===== config.mk =====
export PLATFORM = sky130hd
export DESIGN_NAME = ffha_ctrl
export DESIGN_NICKNAME = d
export VERILOG_FILES = /design/src/rtl/first_fit_heap_allocator_assert.svh /design/src/rtl/ffha_pkg.sv /design/src/rtl/ffha_ctrl.sv
export SDC_FILE = /design/constraint.sdc
export NUM_CORES = 1
export LEC_CHECK = 0
export BUFFER_PORTS_ARGS = -buffer_cell sky130_fd_sc_hd__buf_2
export CAP_MARGIN = 20
export CORE_MARGIN = 1
export CORE_UTILIZATION = 40
export DETAILED_ROUTE_END_ITERATION = 6
export GPL_ROUTABILITY_DRIVEN = 0
export SYNTH_ARGS = -nofsm -noshare
export SYNTH_HDL_FRONTEND = slang
export SYNTH_SLANG_ARGS = --single-unit

===== constraint.sdc =====
create_clock -name aclk -period 2.5 [get_ports aclk]
set_clock_uncertainty 0.1 [all_clocks]
set_input_delay 0.5 -clock aclk [delete_from_list [all_inputs] [get_ports aclk]]
set_output_delay 0.5 -clock aclk [all_outputs]
set_load 0.05 [all_outputs]

===== src/rtl/first_fit_heap_allocator_assert.svh =====
// assertion macros for the heap allocator
`ifndef FIRST_FIT_HEAP_ALLOCATOR_ASSERT_SVH
`define FIRST_FIT_HEAP_ALLOCATOR_ASSERT_SVH
`ifndef NO_ASSERTIONS
`define FFHA_ASSERT_IMP(name, clk, rstn, ante, cons) \
    name: assert property (@(posedge clk) disable iff (!rstn) (ante) |-> (cons)) \
        else $error("%m: check failed");
`define FFHA_ASSERT_NXT(name, clk, rstn, ante, cons) \
    name: assert property (@(posedge clk) disable iff (!rstn) (ante) |=> (cons)) \
        else $error("%m: check failed");
`else
`define FFHA_ASSERT_IMP(name, clk, rstn, ante, cons)
`define FFHA_ASSERT_NXT(name, clk, rstn, ante, cons)
`endif
`endif


===== src/rtl/ffha_pkg.sv =====
package ffha_pkg;

    localparam int HEAP_BYTES_DEF = 65536;
    localparam int UNIT_BYTES_DEF = 8;
    localparam int HDR_BYTES      = 8;
    localparam int DIV_W          = 17;

    localparam logic MODE_ALLOC   = 1'b0;
    localparam logic MODE_RELEASE = 1'b1;

    typedef enum logic [4:0] {
        S_INIT0, S_INIT1, S_IDLE, S_DIV, S_SETUP,
        S_A_RD, S_A_CHK, S_A_SPLIT, S_A_NRD, S_A_NWR,
        S_R_RD, S_R_CHK, S_R_NRD, S_R_NWR, S_R_PRD, S_R_BCLR, S_R_PWR,
        S_R_XRD, S_R_XCHK, S_R_XWB, S_R_FRD, S_R_FWR,
        S_DONE_A, S_DONE_R, S_FAIL
    } state_t;

    typedef enum logic [4:0] {
        OP_NONE, OP_INIT0, OP_INIT1, OP_LOAD, OP_SETUP,
        OP_B_RD, OP_A_CHK, OP_A_SPLIT, OP_NXT_RD, OP_NXT_WR_A, OP_NXT_WR_R,
        OP_R_CHK, OP_P_RD, OP_B_CLR, OP_P_WR, OP_X_CHK, OP_X_WB,
        OP_OUT_A, OP_OUT_R, OP_OUT_FAIL
    } op_t;

    typedef struct packed {
        op_t op;
    } cmd_t;

    typedef struct packed {
        logic div_done;
        logic is_release;
        logic rel_bad_addr;
        logic at_end;
        logic tag_zero;
        logic fit;
        logic exact;
        logic rel_bad_tag;
        logic prev_merge;
        logic next_free;
        logic out_free;
    } status_t;

endpackage


===== src/rtl/ffha_ctrl.sv =====
module ffha_ctrl (
    input  logic              aclk,
    input  logic              aresetn,
    input  logic              s_valid,
    output logic              s_ready,
    input  ffha_pkg::status_t st,
    output ffha_pkg::cmd_t    cmd
);
    import ffha_pkg::*;

    state_t state_reg, state_next;

    always_comb begin
        state_next = state_reg;
        unique case (state_reg)
            S_INIT0:   state_next = S_INIT1;
            S_INIT1:   state_next = S_IDLE;
            S_IDLE:    if (s_valid) state_next = S_DIV;
            S_DIV:     if (st.div_done) state_next = S_SETUP;
            S_SETUP: begin
                priority if (!st.is_release) state_next = S_A_RD;
                else if (st.rel_bad_addr)    state_next = S_FAIL;
                else                         state_next = S_R_RD;
            end
            S_A_RD:    state_next = st.at_end ? S_FAIL : S_A_CHK;
            S_A_CHK: begin
                priority if (st.tag_zero) state_next = S_FAIL;
                else if (st.fit)          state_next = st.exact ? S_A_NRD : S_A_SPLIT;
                else                      state_next = S_A_RD;
            end
            S_A_SPLIT: state_next = S_A_NRD;
            S_A_NRD:   state_next = S_A_NWR;
            S_A_NWR:   state_next = S_DONE_A;
            S_R_RD:    state_next = S_R_CHK;
            S_R_CHK:   state_next = st.rel_bad_tag ? S_FAIL : S_R_NRD;
            S_R_NRD:   state_next = S_R_NWR;
            S_R_NWR:   state_next = st.prev_merge ? S_R_PRD : S_R_XRD;
            S_R_PRD:   state_next = S_R_BCLR;
            S_R_BCLR:  state_next = S_R_PWR;
            S_R_PWR:   state_next = S_R_XRD;
            S_R_XRD:   state_next = S_R_XCHK;
            // without a merge the read word is already the following header
            S_R_XCHK:  state_next = st.next_free ? S_R_XWB : S_R_FWR;
            S_R_XWB:   state_next = S_R_FRD;
            S_R_FRD:   state_next = S_R_FWR;
            S_R_FWR:   state_next = S_DONE_R;
            S_DONE_A, S_DONE_R, S_FAIL: if (st.out_free) state_next = S_IDLE;
            default:   state_next = S_INIT0;
        endcase
    end

    always_comb begin
        cmd.op  = OP_NONE;
        s_ready = 1'b0;
        unique case (state_reg)
            S_INIT0:   cmd.op = OP_INIT0;
            S_INIT1:   cmd.op = OP_INIT1;
            S_IDLE: begin
                s_ready = 1'b1;
                if (s_valid) cmd.op = OP_LOAD;
            end
            S_SETUP:   cmd.op = OP_SETUP;
            S_A_RD:    cmd.op = st.at_end ? OP_NONE : OP_B_RD;
            S_A_CHK:   cmd.op = st.tag_zero ? OP_NONE : OP_A_CHK;
            S_A_SPLIT: cmd.op = OP_A_SPLIT;
            S_A_NRD, S_R_NRD, S_R_XRD, S_R_FRD: cmd.op = OP_NXT_RD;
            S_A_NWR:   cmd.op = OP_NXT_WR_A;
            S_R_NWR, S_R_FWR: cmd.op = OP_NXT_WR_R;
            S_R_RD:    cmd.op = OP_B_RD;
            S_R_CHK:   cmd.op = OP_R_CHK;
            S_R_PRD:   cmd.op = OP_P_RD;
            S_R_BCLR:  cmd.op = OP_B_CLR;
            S_R_PWR:   cmd.op = OP_P_WR;
            S_R_XCHK:  cmd.op = OP_X_CHK;
            S_R_XWB:   cmd.op = OP_X_WB;
            S_DONE_A:  if (st.out_free) cmd.op = OP_OUT_A;
            S_DONE_R:  if (st.out_free) cmd.op = OP_OUT_R;
            S_FAIL:    if (st.out_free) cmd.op = OP_OUT_FAIL;
            default:   cmd.op = OP_NONE;
        endcase
    end

    always_ff @(posedge aclk) begin
        if (!aresetn) begin
            state_reg <= S_INIT0;
        end else begin
            state_reg <= state_next;
        end
    end

endmodule


# After elaboration in Yosys (flattened, before gate mapping)
# Cells that the tools add are included.
[op_classes]
add_sub_neg = 0
mul = 0
n_div = 0
magnitude_cmp = 0
eq_ne = 27
shift = 0
mux = 21
n_bitwise = 0
reduce_logical = 5
[ops]
columns = ["cell", "count"]
rows = [
  ["5-bit one-hot mux with 23 select lines", 1],
  ["5-bit one-hot mux with 20 select lines", 1],
  ["5-bit two-way mux", 12],
  ["5-bit == test (second input constant)", 9],
  ["5-bit by 4-bit == test with 1-bit output (second input constant)", 8],
  ["5-bit by 3-bit == test with 1-bit output (second input constant)", 4],
  ["5-bit by 2-bit == test with 1-bit output (second input constant)", 2],
  ["3-bit two-way mux", 3],
  ["4-bit two-way mux", 2],
  ["2-bit inequality test (second input constant)", 3],
  ["5-bit by 1-bit == test with 1-bit output (second input constant)", 1],
  ["5-bit zero test", 1],
  ["4-bit OR reduction", 1],
  ["3-bit AND reduction", 1],
  ["3-bit OR reduction", 1],
  ["2-bit two-way mux", 1],
  ["2-bit OR reduction", 1],
  ["1-bit two-way mux", 1],
]
[word_totals]
register_bits = 5
latchBits = 0
mem_bits_rw = 0
rom_bits = 0
inputBits = 14
output_inout_bits = 6
elab_cells = 54
mem_count = 0

# Depth between registers and ports, before layout
[depth]
ltp_word = 4
mapped_depth = 7
ltp_nobuf = 5

# Worst setup path after synthesis
# Ideal clock, no wire load.
[synth_path]
path_kind = "reg2out"
start = "reg state_reg[3]"
end = "out cmd[2] (netlist name)"
arrival_ns = 1.903
required_time_ns = 1.900
setup_slack_ns = -0.003
stages_incl_launch_ff = 8
path_buffers = 3
path_cell_list = "dfxtp_1 -> buf_2 -> buf_2 -> buf_2 -> nand2_1 -> a21oi_1 -> a31oi_1 -> o22ai_1"
[synth_lines]
columns = ["item", "line_no", "rtl"]
rows = [
  ["start, declared", "ffha_ctrl.sv:11", "state_t state_reg, state_next;"],
  ["start signal, assigned", "ffha_ctrl.sv:87", "state_reg <= state_next;"],
  ["end, declared", "ffha_ctrl.sv:7", "output ffha_pkg::cmd_t cmd"],
]

==> metrics <==
outcome finished clean; largest fanout on the critical path 6; Final Hold Viols 0; Final Critical Period 2.36 ns; gr ovfl total 0; commonest non-fill, non-tap cell in the layout buf_2; fraction of the yosys area taken by sequential cells 11.1%; Clk network pwr share 11.2%; Peak Freq 424 MHz; Cell Chain, Critical Path or4b_4 -> o31ai_1 -> nand3_1 -> o2111ai_1 -> buf_2; CP startpoint kind flop; max reg flops 5; warning count from the yosys run 0; CTS tree built; Core Util, Final 51.1%; final antenna-violating net count 0; Die Width 49.4 µm; drt drc 0; # IOs 20; total power 930 µW; Num CTS Buffers 3; Seq pwr share 16.6%; Power Internal 379 µW; Main synth FF type dfxtp_1; total core area 0.00204 mm²; Post-DP HPWL 2.12 mm; Yosys reg bits 5; CP Data Required Time 1.90 ns; count of cell types in the netlist 47; period utilization 94.3%; routing usage on met3 1.87%; Cell Area, Synth 898 µm²; slowest CP cell or4b_4; first-pass GRT wire length 4.82 mm; gr usage total 25.1%; Post-DP Area 0.00101 mm²; switching power 551 µW; Post-synth EDFFs 0; post-route cell area 0.00104 mm²; syn_area_per_cell 6.46 µm²; CTS H-tree depth 1; worst vdd ir 0.396 mV; P per Cell Area 891 mW/mm²; combinational group share of total power 72.2%; Detailed Routing Iterations Pass 1 5; endpoints failing setup 0; CTS clk-pin slew, worst paths 0.05 ns; vias in the first global route 972; min-delay worst type in -> reg; vias after detailed routing 1128; critical path's top delay family simple AND/OR/NAND/NOR gates; initial DRC count 98; Leakage 0.000394 µW; met1 Resource Use GR 36.4%; CTS Hold Bufs 0; M2 GR Usage 38.8%; setup ws final 0.143 ns; initial antenna violation count 0; Gate Count Post-Synth 139; Initial Utilization 44.0%; routed vias/inst 6.16; r2r setup slk 0.50 ns; actual slew at the worst max-slew pin 0.532 ns; # diodes 0; Syn Nets 153; share of layout cells above drive strength 1 22.4%; DRT Wirelength 2.79 mm; Area Growth Syn to Fin 16.2%; Die Y-Extent 49.4 µm; Worst Path Buf+Inv 1; CP Class reg -> out; max cap viols 0; FFs w/ async S/R, synth 0%; CP Capture Type primary output; GRT busiest layer met2; max_slew headroom 63.6%; FP Rows 16; clk buf depth 2; clock sinks 5; Skew-Pair Late Insertion Delay 0.26 ns; worst slack, placed 0.308 ns; die area 0.00244 mm²; Worst EP arrival 1.76 ns; routed wire length per instance 15.2 µm; CTS Root Cell clkbuf_4; pins over their slew limit 0; largest net degree at the start of global routing 23; final layout net count 171; PortBufs 19; worst stage delay on the critical path 0.57 ns; Sw Share 59.2%; unrepaired setup endpoints after global routing no; most frequent cells in the layout 19 x buf_2, 14 x nand2_1, 13 x nor2_1
-- worst reg2reg max path: stages, from the launching register on --
cell       delay, ns
dfxtp_1         0.48
buf_4           0.27
inv_2           0.09
o211ai_1        0.18
a21oi_1         0.08
a2111oi_0       0.52
o21ai_1         0.13
-- cells by family after synthesis --
group	synth area share, %
flip-flops	11.1
buffers and inverters	10.6
multiplexers	1.25
AO/OA/AOI/OAI	44.2
XOR/XNOR	0.975
AND/OR/NAND/NOR	31.9
-- worst paths after layout --
check	start	end	cells after the start
setup reg to reg	state_reg[4]$_SDFFE_PN0P_	state_reg[1]$_SDFFE_PN0P_	6
hold / removal	aresetn	state_reg[3]$_SDFFE_PN0P_	2
setup / recovery	state_reg[0]$_SDFFE_PN0P_	cmd[1]	5
hold reg to reg	state_reg[3]$_SDFFE_PN0P_	state_reg[4]$_SDFFE_PN0P_	3
-- power groups by stage --
stage | sequential, µW | combinational (µW) | clock [µW]
floorplan | 115 | 562 | 0
global placement | 149 | 666 | 0
detailed placement | 152 | 661 | 0
CTS | 150 | 663 | 102
global route | 163 | 725 | 107
finish | 154 | 672 | 104
-- per-layer routing --
| layer | routed length, µm | part of all wire, % |
|---|---|---|
| met5 | 0 | 0 |
| met4 | 16 | 0.57 |
| met3 | 216 | 7.8 |
| met2 | 1280 | 46 |
| met1 | 1270 | 46 |
-- stage by stage --
| step | cells | TNS [ns] | hold slack [ns] |
|---|---|---|---|
| final | 183 | 0 | 0.438 |
| after detailed placement | 179 | 0 | 0.665 |
| after floorplan | 139 | -0.00321 | 0.517 |
| after CTS | 183 | 0 | 0.442 |
| after global routing | 183 | 0 | 0.443 |
| after global placement | 179 | 0 | 0.661 |
-- cell usage after synthesis (all sizes together), types with 2 or more instances --
cell type,instances,share of area (%)
nand2,14,5.8
buf,13,7.7
nor2,13,5.4
a21oi,10,6.8
o21ai,10,5.6
nand3,7,3.9
inv,6,2.5
nor2b,6,4.2
a31oi,5,3.5
dfxtp,5,11
nand3b,4,3.3
o211ai,4,3.3
a22oi,3,2.5
nand2b,3,2.1
nor3,3,1.7
a211oi,2,1.7
a311oi,2,2.0
o21a,2,1.7
o221ai,2,2.0
o311ai,2,2.0
o32ai,2,2.0
-- cell type report --
cell class / instances / area (µm²)
timing repair buffer: 27 / 155
tap: 27 / 33.8
sequential: 5 / 103
fill: 219 / 998
inverter: 6 / 22.5
clock buffer: 4 / 26.3
multi-input combinational: 114 / 703
-- what timing repair did --
action                                  in CTS  in global routing
hold endpoints to repair                     0                  0
endpoints found under the setup margin       0                  3
gates resized for setup                      0                  2
buffers inserted                             0                  0
(Power assumes the default switching activity.)
